### src/rtl/core/elj_pkg.sv
// Shared types and constants for the escaped line joiner.
`timescale 1ns / 1ps

package elj_pkg;

  localparam int LINE_COUNT_BITS = 32;
  localparam int QUEUE_DEPTH     = 4;
  localparam int CFG_INDEX_BITS  = 3;
  localparam int CFG_DATA_BITS   = 8;

  localparam logic [CFG_INDEX_BITS-1:0] REG_ESCAPE_CHAR    = 3'd0;
  localparam logic [CFG_INDEX_BITS-1:0] REG_CONTINUE_CHAR  = 3'd1;
  localparam logic [CFG_INDEX_BITS-1:0] REG_COMMENT_CHAR   = 3'd2;
  localparam logic [CFG_INDEX_BITS-1:0] REG_UNESC_ESCAPE   = 3'd3;
  localparam logic [CFG_INDEX_BITS-1:0] REG_UNESC_CONTINUE = 3'd4;
  localparam logic [CFG_INDEX_BITS-1:0] REG_UNESC_COMMENT  = 3'd5;
  localparam logic [CFG_INDEX_BITS-1:0] REG_UNESC_REST     = 3'd6;

  localparam logic [7:0] RST_ESCAPE_CHAR   = 8'd92;
  localparam logic [7:0] RST_CONTINUE_CHAR = 8'd92;
  localparam logic [7:0] RST_COMMENT_CHAR  = 8'd35;

  localparam logic [7:0] CH_LF = 8'h0A;
  localparam logic [7:0] CH_CR = 8'h0D;

  typedef enum logic [3:0] {
    MODE_LINE_START = 4'd0,
    MODE_TEXT       = 4'd1,
    MODE_ESC        = 4'd2,
    MODE_CONT       = 4'd3,
    MODE_COMMENT    = 4'd4,
    MODE_DISC       = 4'd5,
    MODE_DISC_ESC   = 4'd6,
    MODE_DISC_CONT  = 4'd7,
    MODE_DISC_CR    = 4'd8,
    MODE_SKIP_LF    = 4'd9
  } mode_t;

  typedef struct packed {
    logic [7:0] in_byte;
    logic       end_of_input;
  } in_t;

  typedef struct packed {
    logic [7:0]  out_byte;
    logic        byte_valid;
    logic        line_end;
    logic [31:0] line_number;
    logic        last;
  } out_t;

  typedef struct packed {
    logic [7:0] out_byte;
    logic       byte_valid;
    logic       line_end;
  } res_t;

  typedef struct packed {
    logic        two;
    res_t        r0;
    res_t        r1;
    logic [31:0] line_number;
  } rec_t;

  typedef struct packed {
    logic [7:0] escape_char;
    logic [7:0] continue_char;
    logic [7:0] comment_char;
    logic       unesc_escape;
    logic       unesc_continue;
    logic       unesc_comment;
    logic       unesc_rest;
  } cfg_t;

  typedef struct packed {
    logic                      we;
    logic [CFG_INDEX_BITS-1:0] index;
    logic [CFG_DATA_BITS-1:0]  data;
  } cfg_wr_t;

endpackage

### src/rtl/core/elj_front.sv
// Front end: configuration registers and the per-byte line parser.
`timescale 1ns / 1ps

module elj_front #(
  parameter int LINE_COUNT_BITS = elj_pkg::LINE_COUNT_BITS
) (
  input  logic             clk,
  input  logic             rst,
  input  elj_pkg::cfg_wr_t cfg_wr,
  input  logic             push,
  input  elj_pkg::in_t     item,
  output logic             full,
  input  logic             q_full,
  output logic             q_push,
  output elj_pkg::rec_t    q_rec
);

  typedef struct packed {
    elj_pkg::mode_t             mode;
    logic [7:0]                 prev;
    logic                       open;
    logic [LINE_COUNT_BITS-1:0] cnt;
    logic [1:0]                 nres;
    elj_pkg::res_t              r0;
    elj_pkg::res_t              r1;
  } st_t;

  elj_pkg::cfg_t              cfg;
  elj_pkg::mode_t             mode;
  logic [7:0]                 prev;
  logic                       line_open;
  logic [LINE_COUNT_BITS-1:0] line_cnt;
  st_t                        st_next;
  logic [63:0]                cnt_ext;
  logic                       accept;

  function automatic st_t emit(st_t s, logic [7:0] b, logic v, logic e);
    st_t           r;
    elj_pkg::res_t x;
    r = s;
    x.out_byte   = v ? b : 8'd0;
    x.byte_valid = v;
    x.line_end   = e;
    if (s.nres == 2'd0) begin
      r.r0   = x;
      r.nres = 2'd1;
    end else if (s.nres == 2'd1) begin
      r.r1   = x;
      r.nres = 2'd2;
    end
    return r;
  endfunction

  function automatic st_t end_line(st_t s);
    st_t r;
    r      = emit(s, 8'd0, 1'b0, 1'b1);
    r.open = 1'b0;
    r.mode = elj_pkg::MODE_LINE_START;
    return r;
  endfunction

  function automatic st_t text_byte(st_t s, logic [7:0] b, elj_pkg::cfg_t c);
    st_t r;
    r = s;
    if (r.mode != elj_pkg::MODE_TEXT) begin
      r.cnt  = r.cnt + 1'b1;
      r.open = 1'b1;
    end
    r.mode = elj_pkg::MODE_TEXT;
    if (b == elj_pkg::CH_LF) begin
      r = end_line(r);
    end else if (c.escape_char != 8'd0 && b == c.escape_char) begin
      r.mode = elj_pkg::MODE_ESC;
    end else if (c.continue_char != 8'd0 && b == c.continue_char) begin
      r.mode = elj_pkg::MODE_CONT;
    end else if (c.comment_char != 8'd0 && b == c.comment_char) begin
      r.mode = elj_pkg::MODE_COMMENT;
      r.prev = b;
    end else begin
      r = emit(r, b, 1'b1, 1'b0);
    end
    return r;
  endfunction

  function automatic st_t comment_byte(st_t s, logic [7:0] b, elj_pkg::cfg_t c);
    st_t r;
    r = s;
    if (b == elj_pkg::CH_LF) begin
      if (c.continue_char != 8'd0 && r.prev == c.continue_char) begin
        r.mode = elj_pkg::MODE_DISC;
      end else begin
        r = end_line(r);
      end
    end else begin
      r.prev = b;
    end
    return r;
  endfunction

  function automatic st_t disc_byte(st_t s, logic [7:0] b, elj_pkg::cfg_t c);
    st_t r;
    r = s;
    if (b == elj_pkg::CH_LF) begin
      r.cnt = r.cnt + 1'b1;
      r     = end_line(r);
    end else if (c.escape_char != 8'd0 && b == c.escape_char) begin
      r.mode = elj_pkg::MODE_DISC_ESC;
    end else if (c.continue_char != 8'd0 && b == c.continue_char) begin
      r.mode = elj_pkg::MODE_DISC_CONT;
    end else if (b == elj_pkg::CH_CR) begin
      r.cnt  = r.cnt + 1'b1;
      r      = end_line(r);
      r.mode = elj_pkg::MODE_SKIP_LF;
    end
    return r;
  endfunction

  function automatic st_t join_lines(st_t s, logic [7:0] held, elj_pkg::cfg_t c);
    st_t r;
    r = s;
    if (!c.unesc_continue) begin
      r = emit(r, held, 1'b1, 1'b0);
      r = emit(r, elj_pkg::CH_LF, 1'b1, 1'b0);
    end
    r.mode = elj_pkg::MODE_LINE_START;
    return r;
  endfunction

  function automatic st_t esc_byte(st_t s, logic [7:0] b, elj_pkg::cfg_t c);
    st_t  r;
    logic drop;
    r    = s;
    drop = c.unesc_rest ||
           (c.unesc_comment && c.comment_char != 8'd0 && b == c.comment_char);
    if (b == elj_pkg::CH_LF && c.escape_char == c.continue_char) begin
      r = join_lines(r, c.escape_char, c);
    end else if (b != elj_pkg::CH_LF && b == c.escape_char && c.unesc_escape) begin
      r      = emit(r, b, 1'b1, 1'b0);
      r.mode = elj_pkg::MODE_TEXT;
    end else if (b == elj_pkg::CH_LF) begin
      if (drop) begin
        r = emit(r, 8'd0, 1'b0, 1'b1);
      end else begin
        r = emit(r, c.escape_char, 1'b1, 1'b1);
      end
      r.open = 1'b0;
      r.mode = elj_pkg::MODE_LINE_START;
    end else begin
      if (!drop) begin
        r = emit(r, c.escape_char, 1'b1, 1'b0);
      end
      r      = emit(r, b, 1'b1, 1'b0);
      r.mode = elj_pkg::MODE_TEXT;
    end
    return r;
  endfunction

  function automatic st_t cont_byte(st_t s, logic [7:0] b, elj_pkg::cfg_t c);
    st_t r;
    r = s;
    if (b == elj_pkg::CH_LF) begin
      r = join_lines(r, c.continue_char, c);
    end else if (c.comment_char != 8'd0 && c.continue_char == c.comment_char) begin
      r.mode = elj_pkg::MODE_COMMENT;
      r      = comment_byte(r, b, c);
    end else begin
      r      = emit(r, c.continue_char, 1'b1, 1'b0);
      r.mode = elj_pkg::MODE_TEXT;
      r      = text_byte(r, b, c);
    end
    return r;
  endfunction

  function automatic st_t disc_tail(st_t s, logic [7:0] b, logic after_esc,
                                    elj_pkg::cfg_t c);
    st_t r;
    r = s;
    if (b == elj_pkg::CH_LF || b == elj_pkg::CH_CR) begin
      r.cnt = r.cnt + 1'b1;
      if (after_esc && c.escape_char != c.continue_char) begin
        r = end_line(r);
        if (b == elj_pkg::CH_CR) begin
          r.mode = elj_pkg::MODE_SKIP_LF;
        end
      end else begin
        r.mode = (b == elj_pkg::CH_CR) ? elj_pkg::MODE_DISC_CR : elj_pkg::MODE_DISC;
      end
    end else if (after_esc) begin
      r.mode = elj_pkg::MODE_DISC;
    end else begin
      r.mode = elj_pkg::MODE_DISC;
      r      = disc_byte(r, b, c);
    end
    return r;
  endfunction

  function automatic st_t feed(st_t s, logic [7:0] b, elj_pkg::cfg_t c);
    st_t r;
    r = s;
    case (s.mode)
      elj_pkg::MODE_TEXT:      r = text_byte(r, b, c);
      elj_pkg::MODE_ESC:       r = esc_byte(r, b, c);
      elj_pkg::MODE_CONT:      r = cont_byte(r, b, c);
      elj_pkg::MODE_COMMENT:   r = comment_byte(r, b, c);
      elj_pkg::MODE_DISC:      r = disc_byte(r, b, c);
      elj_pkg::MODE_DISC_ESC:  r = disc_tail(r, b, 1'b1, c);
      elj_pkg::MODE_DISC_CONT: r = disc_tail(r, b, 1'b0, c);
      elj_pkg::MODE_DISC_CR: begin
        r.mode = elj_pkg::MODE_DISC;
        if (b != elj_pkg::CH_LF) begin
          r = disc_byte(r, b, c);
        end
      end
      elj_pkg::MODE_SKIP_LF: begin
        r.mode = elj_pkg::MODE_LINE_START;
        if (b != elj_pkg::CH_LF) begin
          r = text_byte(r, b, c);
        end
      end
      default: begin
        r.mode = elj_pkg::MODE_LINE_START;
        r      = text_byte(r, b, c);
      end
    endcase
    return r;
  endfunction

  function automatic st_t finish(st_t s, elj_pkg::cfg_t c);
    st_t r;
    r = s;
    if (s.mode == elj_pkg::MODE_ESC) begin
      r = emit(r, c.escape_char, 1'b1, 1'b1);
    end else if (s.mode == elj_pkg::MODE_CONT &&
                 !(c.comment_char != 8'd0 && c.continue_char == c.comment_char)) begin
      r = emit(r, c.continue_char, 1'b1, 1'b1);
    end else if (s.open ||
                 (s.mode >= elj_pkg::MODE_TEXT && s.mode <= elj_pkg::MODE_DISC_CR)) begin
      r = emit(r, 8'd0, 1'b0, 1'b1);
    end
    r.open = 1'b0;
    r.mode = elj_pkg::MODE_LINE_START;
    return r;
  endfunction

  always_comb begin
    st_t s;
    s.mode = mode;
    s.prev = prev;
    s.open = line_open;
    s.cnt  = line_cnt;
    s.nres = 2'd0;
    s.r0   = '0;
    s.r1   = '0;
    if (item.end_of_input) begin
      st_next = finish(s, cfg);
    end else begin
      st_next = feed(s, item.in_byte, cfg);
    end
  end

  assign full    = q_full;
  assign accept  = push && !q_full;
  assign cnt_ext = 64'(st_next.cnt);

  assign q_push            = accept && (st_next.nres != 2'd0);
  assign q_rec.two         = st_next.nres[1];
  assign q_rec.r0          = st_next.r0;
  assign q_rec.r1          = st_next.r1;
  assign q_rec.line_number = cnt_ext[31:0];

  always_ff @(posedge clk) begin
    if (rst) begin
      mode      <= elj_pkg::MODE_LINE_START;
      prev      <= 8'd0;
      line_open <= 1'b0;
      line_cnt  <= '0;
    end else if (accept) begin
      mode      <= st_next.mode;
      prev      <= st_next.prev;
      line_open <= st_next.open;
      line_cnt  <= st_next.cnt;
    end
  end

  always_ff @(posedge clk) begin
    if (rst) begin
      cfg.escape_char    <= elj_pkg::RST_ESCAPE_CHAR;
      cfg.continue_char  <= elj_pkg::RST_CONTINUE_CHAR;
      cfg.comment_char   <= elj_pkg::RST_COMMENT_CHAR;
      cfg.unesc_escape   <= 1'b0;
      cfg.unesc_continue <= 1'b0;
      cfg.unesc_comment  <= 1'b0;
      cfg.unesc_rest     <= 1'b0;
    end else if (cfg_wr.we) begin
      case (cfg_wr.index)
        elj_pkg::REG_ESCAPE_CHAR:    cfg.escape_char    <= cfg_wr.data[7:0];
        elj_pkg::REG_CONTINUE_CHAR:  cfg.continue_char  <= cfg_wr.data[7:0];
        elj_pkg::REG_COMMENT_CHAR:   cfg.comment_char   <= cfg_wr.data[7:0];
        elj_pkg::REG_UNESC_ESCAPE:   cfg.unesc_escape   <= cfg_wr.data[0];
        elj_pkg::REG_UNESC_CONTINUE: cfg.unesc_continue <= cfg_wr.data[0];
        elj_pkg::REG_UNESC_COMMENT:  cfg.unesc_comment  <= cfg_wr.data[0];
        elj_pkg::REG_UNESC_REST:     cfg.unesc_rest     <= cfg_wr.data[0];
        default: ;
      endcase
    end
  end

endmodule

### src/rtl/core/elj_queue.sv
// Short queue of parsed step records between front and back end.
`timescale 1ns / 1ps

module elj_queue #(
  parameter int DEPTH = elj_pkg::QUEUE_DEPTH
) (
  input  logic          clk,
  input  logic          rst,
  input  logic          wr,
  input  elj_pkg::rec_t wdata,
  output logic          full,
  input  logic          rd,
  output logic          empty,
  output elj_pkg::rec_t head
);

  localparam int PW = (DEPTH > 1) ? $clog2(DEPTH) : 1;
  localparam int CW = $clog2(DEPTH + 1);

  elj_pkg::rec_t mem [DEPTH];
  logic [PW-1:0] wptr;
  logic [PW-1:0] rptr;
  logic [CW-1:0] count;

  assign full  = (count == CW'(DEPTH));
  assign empty = (count == '0);
  assign head  = mem[rptr];

  always_ff @(posedge clk) begin
    if (wr) begin
      mem[wptr] <= wdata;
    end
  end

  always_ff @(posedge clk) begin
    if (rst) begin
      wptr  <= '0;
      rptr  <= '0;
      count <= '0;
    end else begin
      if (wr) begin
        wptr <= (wptr == PW'(DEPTH - 1)) ? '0 : wptr + 1'b1;
      end
      if (rd) begin
        rptr <= (rptr == PW'(DEPTH - 1)) ? '0 : rptr + 1'b1;
      end
      if (wr && !rd) begin
        count <= count + 1'b1;
      end else if (rd && !wr) begin
        count <= count - 1'b1;
      end
    end
  end

`ifndef SYNTHESIS
  a_count_bound: assert property (@(posedge clk) disable iff (rst)
    count <= CW'(DEPTH))
    else $error("queue count above depth");
  a_no_overflow: assert property (@(posedge clk) disable iff (rst)
    wr |-> !full)
    else $error("queue written while full");
  a_no_underflow: assert property (@(posedge clk) disable iff (rst)
    rd |-> !empty)
    else $error("queue read while empty");
  a_count_step: assert property (@(posedge clk) disable iff (rst)
    (wr && !rd) |=> (count == $past(count) + CW'(1)))
    else $error("queue count did not advance on write");
`endif

endmodule

### src/rtl/core/elj_back.sv
// Back end: splits step records into result transactions behind an output register.
`timescale 1ns / 1ps

module elj_back (
  input  logic          clk,
  input  logic          rst,
  input  logic          q_empty,
  input  elj_pkg::rec_t q_head,
  output logic          q_pop,
  output logic          empty,
  input  logic          pop,
  output elj_pkg::out_t result
);

  logic out_valid;
  logic phase;
  logic load;
  logic take;

  assign load  = !out_valid || pop;
  assign take  = load && !q_empty;
  assign q_pop = take && (phase || !q_head.two);
  assign empty = !out_valid;

  always_ff @(posedge clk) begin
    if (rst) begin
      out_valid <= 1'b0;
      phase     <= 1'b0;
    end else if (load) begin
      out_valid <= !q_empty;
      if (take) begin
        phase <= phase ? 1'b0 : q_head.two;
      end
    end
  end

  always_ff @(posedge clk) begin
    if (take) begin
      result.line_number <= q_head.line_number;
      if (phase) begin
        result.out_byte   <= q_head.r1.out_byte;
        result.byte_valid <= q_head.r1.byte_valid;
        result.line_end   <= q_head.r1.line_end;
        result.last       <= 1'b1;
      end else begin
        result.out_byte   <= q_head.r0.out_byte;
        result.byte_valid <= q_head.r0.byte_valid;
        result.line_end   <= q_head.r0.line_end;
        result.last       <= !q_head.two;
      end
    end
  end

endmodule

### src/rtl/core/escaped_line_joiner.sv
// Top level of the escaped line joiner.
// An accepted byte's results pass through the record queue and then the output register.
// Throughput: one input byte per cycle unless full; a two-result byte gives two transactions.
// The per-byte parser is combinational; a four-entry record queue decouples the output.
// Reset (rst, synchronous): parser to line start, line count zero, queue and output empty,
// configuration registers to their default characters and cleared unescape flags.
`timescale 1ns / 1ps

module escaped_line_joiner #(
  parameter int LINE_COUNT_BITS = elj_pkg::LINE_COUNT_BITS,
  parameter int QUEUE_DEPTH     = elj_pkg::QUEUE_DEPTH
) (
  input  logic                               clk,
  input  logic                               rst,
  input  logic                               push,
  input  elj_pkg::in_t                       item,
  output logic                               full,
  output logic                               empty,
  input  logic                               pop,
  output elj_pkg::out_t                      result,
  input  logic                               cfg_we,
  input  logic [elj_pkg::CFG_INDEX_BITS-1:0] cfg_index,
  input  logic [elj_pkg::CFG_DATA_BITS-1:0]  cfg_data
);

  elj_pkg::cfg_wr_t cfg_wr;
  logic             q_full;
  logic             q_push;
  elj_pkg::rec_t    q_rec;
  logic             q_empty;
  logic             q_pop;
  elj_pkg::rec_t    q_head;

  assign cfg_wr.we    = cfg_we;
  assign cfg_wr.index = cfg_index;
  assign cfg_wr.data  = cfg_data;

  elj_front #(
    .LINE_COUNT_BITS(LINE_COUNT_BITS)
  ) u_front (
    .clk    (clk),
    .rst    (rst),
    .cfg_wr (cfg_wr),
    .push   (push),
    .item   (item),
    .full   (full),
    .q_full (q_full),
    .q_push (q_push),
    .q_rec  (q_rec)
  );

  elj_queue #(
    .DEPTH(QUEUE_DEPTH)
  ) u_queue (
    .clk   (clk),
    .rst   (rst),
    .wr    (q_push),
    .wdata (q_rec),
    .full  (q_full),
    .rd    (q_pop),
    .empty (q_empty),
    .head  (q_head)
  );

  elj_back u_back (
    .clk     (clk),
    .rst     (rst),
    .q_empty (q_empty),
    .q_head  (q_head),
    .q_pop   (q_pop),
    .empty   (empty),
    .pop     (pop),
    .result  (result)
  );

endmodule

### config.mk
export PLATFORM = sky130hd
export DESIGN_NAME = escaped_line_joiner
export DESIGN_NICKNAME = d
export VERILOG_FILES = /design/src/rtl/core/elj_pkg.sv /design/src/rtl/core/elj_front.sv /design/src/rtl/core/elj_queue.sv /design/src/rtl/core/elj_back.sv /design/src/rtl/core/escaped_line_joiner.sv
export SDC_FILE = /design/constraint.sdc
export NUM_CORES = 1
export LEC_CHECK = 0
export ABC_CLOCK_PERIOD_IN_PS = 5500
export BUFFER_PORTS_ARGS = -buffer_cell sky130_fd_sc_hd__buf_2
export CAP_MARGIN = 10
export CORE_MARGIN = 2
export CORE_UTILIZATION = 40
export CTS_CLUSTER_SIZE = 16
export DETAILED_ROUTE_END_ITERATION = 8
export SLEW_MARGIN = 40
export SYNTH_ARGS = -nofsm -noshare
export SYNTH_HDL_FRONTEND = slang
export SYNTH_HIERARCHICAL = 1
export SYNTH_SLANG_ARGS = --single-unit
### constraint.sdc
create_clock -name clk -period 5.5 [get_ports clk]
set_input_delay 0.275 -clock clk [delete_from_list [all_inputs] [get_ports clk]]
set_output_delay 0.275 -clock clk [all_outputs]
set_load 0.01 [all_outputs]
==> impl.org <==
** Global route
- Congestion Overflow GR :: 0
- Entering global routing, the biggest net connects 54 pins.
- Wire length of the first global-routing pass :: 70,000 um
- The via count of the first global-routing pass is 11,600.
- Global-route total usage across every layer :: 20.4%
- Initial antenna violation count :: 1

** Critical path
- Setup slack on the worst reg-to-reg path comes out at 1010 ps.
- The worst setup path is captured at a register.
- Kind of critical path :: register to register
- Largest driver fanout on the critical path :: 10
- WP data arrival :: 4930 ps
- The worst setup path is launched from a register.
- Length in cells of the worst reg-to-reg path :: 15
- Launching element of the worst setup path :: u_front/cfg[15]
- The startpoint identified for the worst register-to-register timing path is u_front/cfg[15].
- The endpoint identified for the worst register-to-register timing path is u_queue/count[2].
- Required time reported for the critical path endpoint :: 5940 ps

** Synthesis
- Net count of the mapped netlist :: 1,492
- After synthesis, the largest family of logic cells by area is simple AND/OR/NAND/NOR gates.
- Async set-reset flop share out of synthesis :: 0%
- Complex-gate fraction of the synthesized area :: 12.4%
- Multiplexer fraction of the synthesized cell area :: 9.08%
- Summing every instance area after synthesis gives 17,200 um2.
- Post-synthesis sequential area ratio :: 54.4%
- The synthesized netlist devotes 0.699% of its cell area to adder and majority cells.
- Fraction of the mapped netlist area in simple logic gates :: 13.5%
- Number of instances in the synthesized netlist :: 1,458
- A synthesized cell averages 11.8 um2.
- Number of enable-type register cells in the synthesized netlist :: 255
- During synthesis, Yosys emitted a total of 6 warnings.
- The netlist uses 101 different library cells.
- Summing the areas of all xor and xnor instances in the mapped netlist gives 3.98% of the synthesized area.
- The most used flip-flop cell after synthesis is sky130_fd_sc_hd__edfxtp_1.
- In this run, synthesis produced a sequential element count of 339.

** STA
- Post-layout minimum cycle time :: 4490 ps
- Final sum of negative setup slack :: 0 ps
- Setup violations remaining at the end of the flow were counted as 0.
- Part of the cycle the worst path needs :: 81.6%
- The count of final max-slew check failures came to 0.
- Hold Vio Cnt, Final :: 0
- Post-Route Skew :: 22.1 ps
- Setup repair after global routing left no endpoint under its margin.
- At the pin with the least slew margin, the transition time is 865 ps.
- Across all hold checks on the routed design, the worst slack comes to 37.6 ps.
- Timing-limited maximum frequency :: 223 MHz
- Measured against its own limit, the worst slew margin works out to 42.2%.

** Pwr
- The clock network burns 33.5% of the power.
- Internal power summed over all cells :: 0.00536 W
- Per report_power, the combinational group accounts for 20.9% of the total.
- Power spent charging and discharging nets :: 0.00197 W
- Net switching is 26.9% of the power.
- Standby leakage power :: 6.18 nW
- Sequential share of power :: 45.6%
- Dividing total power by cell area gives a power density of 390 nW/um2.
- Across the VDD grid, the largest voltage drop is 0.196 mV.

** Worst hold path
- Counting instances, the worst hold path has a depth of 3.
- The min-delay analysis places its worst path in the category primary input to register.
- Worst Min Path Start :: cfg_data[2]
- The path with the worst hold slack has its endpoint at u_front/cfg[6].

** CTS
- Max clock buf depth :: 3
- In this run the number of H-tree levels came out at 2.
- Count of buffers added by post-CTS timing repair for setup :: 0
- The clock reaches the later pin of the worst-skew pair after 530 ps.
- The root buffer cell chosen for the clock tree is sky130_fd_sc_hd__clkbuf_16.
- Sink Count :: 339
- TritonCTS clock tree :: yes
- Clock-pin slew on the worst setup and hold paths :: 60 ps
- Number of buffers created by CTS :: 36

** Die
- In this run the core area contains 75 standard-cell rows.
- After floorplanning, the core was sized to cover 42,100 um2.
- Starting Density :: 40.8%
- Io pins :: 70
- Die boundary height :: 211 um
- Die footprint :: 44,600 um2
- Die X :: 211 um

** Place
- Input/output buffers :: 69
- Once detailed placement completed, the half-perimeter wirelength came to 30,600 um.
- Final Wtd Congestion :: 0.924

** Detailed routing
- Detailed-route vias per instance :: 5.91
- Wires add up to 45,000 um.
- In the final routed layout, each cell accounts on average for 22.4 um.
- Number of search-and-repair iterations in the first detailed-routing pass :: 7
- The detailed router placed 11,900 vias in this run.
- ANT nets after route :: 0
- The first routing iteration left 1,301 violations.
- Post-detailed-route DRC marker count :: 0

** Cells and area
- The area growth from synthesis to layout is 9.43%.
- Post-layout net count :: 1,477
- Counting the fill cells in the layout gives 3,791.
- Antenna diode instance count :: 0
- Share of cells above drive strength 1 :: 17.0%

** Outcome
- Status :: complete, no violations

** Run
- Across the run, the number of max-cap violations was 0.
## stage by stage
step,area [um2],total power [W],setup slack [ps],utilization [%],std cells
2_1_floorplan,17200,0.00453,1130,-,1458
3_3_place_gp,17600,0.00493,972,41.7,1940
3_5_place_dp,17600,0.00495,691,41.7,1942
4_1_cts,18800,0.00744,668,44.6,2008
5_1_grt,18800,0.00766,657,44.6,2008
6_report,18800,0.00732,1010,44.6,2008
## worst max-delay path by stage
| stage | cells after the start | end | slack (ps) |
|---|---|---|---|
| after floorplan | 11 | u_queue/mem[0][0] | 1130 |
| after CTS | 15 | u_queue/count[2] | 670 |
| after global routing | 15 | u_queue/count[2] | 660 |
| after detailed placement | 15 | u_queue/count[2] | 690 |
| final | 15 | u_queue/count[2] | 1010 |
| after global placement | 15 | u_queue/count[2] | 970 |
## cells in the mapped netlist (5+ instances only)
cell	count	area share, %
sky130_fd_sc_hd__inv_1	24	0.52
sky130_fd_sc_hd__clkbuf_1	66	1.4
sky130_fd_sc_hd__mux2i_1	22	1.3
sky130_fd_sc_hd__or4_1	7	0.31
sky130_fd_sc_hd__o31ai_1	6	0.26
sky130_fd_sc_hd__mux2_2	10	0.66
sky130_fd_sc_hd__dfxtp_1	84	9.8
sky130_fd_sc_hd__nor2b_1	8	0.29
sky130_fd_sc_hd__xnor2_1	53	2.7
sky130_fd_sc_hd__xor2_1	25	1.3
sky130_fd_sc_hd__nor4_1	17	0.62
sky130_fd_sc_hd__nand4_1	24	0.87
sky130_fd_sc_hd__buf_4	55	2.4
sky130_fd_sc_hd__ha_1	8	0.58
sky130_fd_sc_hd__a222oi_1	5	0.29
sky130_fd_sc_hd__and3_1	16	0.58
sky130_fd_sc_hd__and2_1	20	0.73
sky130_fd_sc_hd__mux4_2	50	6.6
sky130_fd_sc_hd__a21oi_1	83	2.4
sky130_fd_sc_hd__nand2_1	121	2.6
sky130_fd_sc_hd__nand3_1	53	1.5
sky130_fd_sc_hd__o32ai_1	5	0.25
sky130_fd_sc_hd__o21ai_0	68	2.0
sky130_fd_sc_hd__nor2_1	97	2.1
sky130_fd_sc_hd__o22ai_1	10	0.36
sky130_fd_sc_hd__buf_12	5	0.58
sky130_fd_sc_hd__edfxtp_1	255	45
sky130_fd_sc_hd__or3_1	15	0.55
sky130_fd_sc_hd__buf_2	23	0.67
sky130_fd_sc_hd__nor3b_1	9	0.39
sky130_fd_sc_hd__o221ai_1	6	0.31
sky130_fd_sc_hd__o21a_1	7	0.31
sky130_fd_sc_hd__a31oi_1	18	0.66
sky130_fd_sc_hd__nor3_1	26	0.76
sky130_fd_sc_hd__a211oi_1	14	0.61
sky130_fd_sc_hd__nand2b_1	5	0.18
sky130_fd_sc_hd__o211ai_1	11	0.48
sky130_fd_sc_hd__o31a_1	7	0.36
## final cells by class
cell class                 count  area (um2)  share of cell area, %
clock buffer                  44         931                   4.95
inverter                      26        98.8                  0.526
sequential                   339        9340                   49.7
clock inverter                20         260                   1.38
multi-input combinational    937        6850                   36.4
tap                          539         674                   3.59
timing repair buffer         103         642                   3.41
## registers in the layout (all words and copies together) (netlist names), named ones only
signal,cells
u_queue/mem,212
u_back/result,43
u_front/line_cnt,32
u_front/cfg,28
u_front/prev,8
u_front/mode,4
u_queue/count,3
u_queue/rptr,2
u_queue/wptr,2
u_back/out_valid,1
u_back/phase,1
u_front/line_open,1
## repair_timing
action | CTS | global route
hold buffers | 2 | 0
resized for setup | 0 | 0
hold endpoints to repair | 2 | 0
## worst max-delay path, cell delays in order (launching register included)
cell	delay (ps)
sky130_fd_sc_hd__dfxtp_1	420
sky130_fd_sc_hd__or4_4	600
sky130_fd_sc_hd__o211ai_2	290
sky130_fd_sc_hd__nor3_2	190
sky130_fd_sc_hd__nor3_1	500
sky130_fd_sc_hd__nor2_1	130
sky130_fd_sc_hd__o32ai_2	560
sky130_fd_sc_hd__o21ai_0	200
sky130_fd_sc_hd__o31ai_1	100
sky130_fd_sc_hd__buf_4	190
sky130_fd_sc_hd__ha_1	200
sky130_fd_sc_hd__inv_1	60
sky130_fd_sc_hd__fa_1	370
sky130_fd_sc_hd__xor2_1	160
sky130_fd_sc_hd__or3_1	310
sky130_fd_sc_hd__a21oi_1	140
## routing by layer
metal  vias up  routed length [um]  global-route usage [%]
li1       5473                   -                       -
met4         2                 963                    5.85
met1      5918               20600                    29.4
met5         -                  12                       0
met2       396               20800                    32.3
met3        72                2570                    2.63
## layout by cell type (no fill, tap or decap), drive strengths merged, types with 6 or more instances in the layout
master	netlist	routed
and3	16	16
o22ai	10	10
dfxtp	84	84
nor3b	9	9
o31a	7	7
mux2	12	12
o221ai	6	6
mux2i	22	22
ha	8	8
nor2	98	98
o211ai	13	13
buf	90	101
edfxtp	255	255
nand2b	6	6
inv	24	25
o31ai	7	7
and2	20	20
nor3	29	29
xor2	25	25
mux4	53	53
nor2b	9	9
clkbuf	66	44
o21a	7	7
or3	15	15
a211oi	16	16
nand2	121	121
o21ai	70	70
a21oi	83	83
clkinv	2	13
bufinv	0	6
nand3	54	54
nand4	26	26
xnor2	53	53
a31oi	18	18
or4	8	8
nor4	21	21
## logic make-up (layout without fill, tap and decap cells)
kind of cell	Yosys count	after routing
AND/OR/NAND/NOR	449	449
flip-flops	339	339
AO/OA/AOI/OAI	313	313
buffers and inverters	182	193
multiplexers	87	87
XOR/XNOR	78	78
adder cells (fa/ha/maj)	9	9
other	1	1
## power groups by stage
stage / Combinational [W] / Clock (W) / Sequential [W]
2_1_floorplan: 0.00109 / 0 / 0.00344
3_3_place_gp: 0.00154 / 0 / 0.00339
3_5_place_dp: 0.00155 / 0 / 0.00340
4_1_cts: 0.00156 / 0.00252 / 0.00335
5_1_grt: 0.00167 / 0.00262 / 0.00338
6_report: 0.00153 / 0.00245 / 0.00334
(Power assumes the default switching activity.)
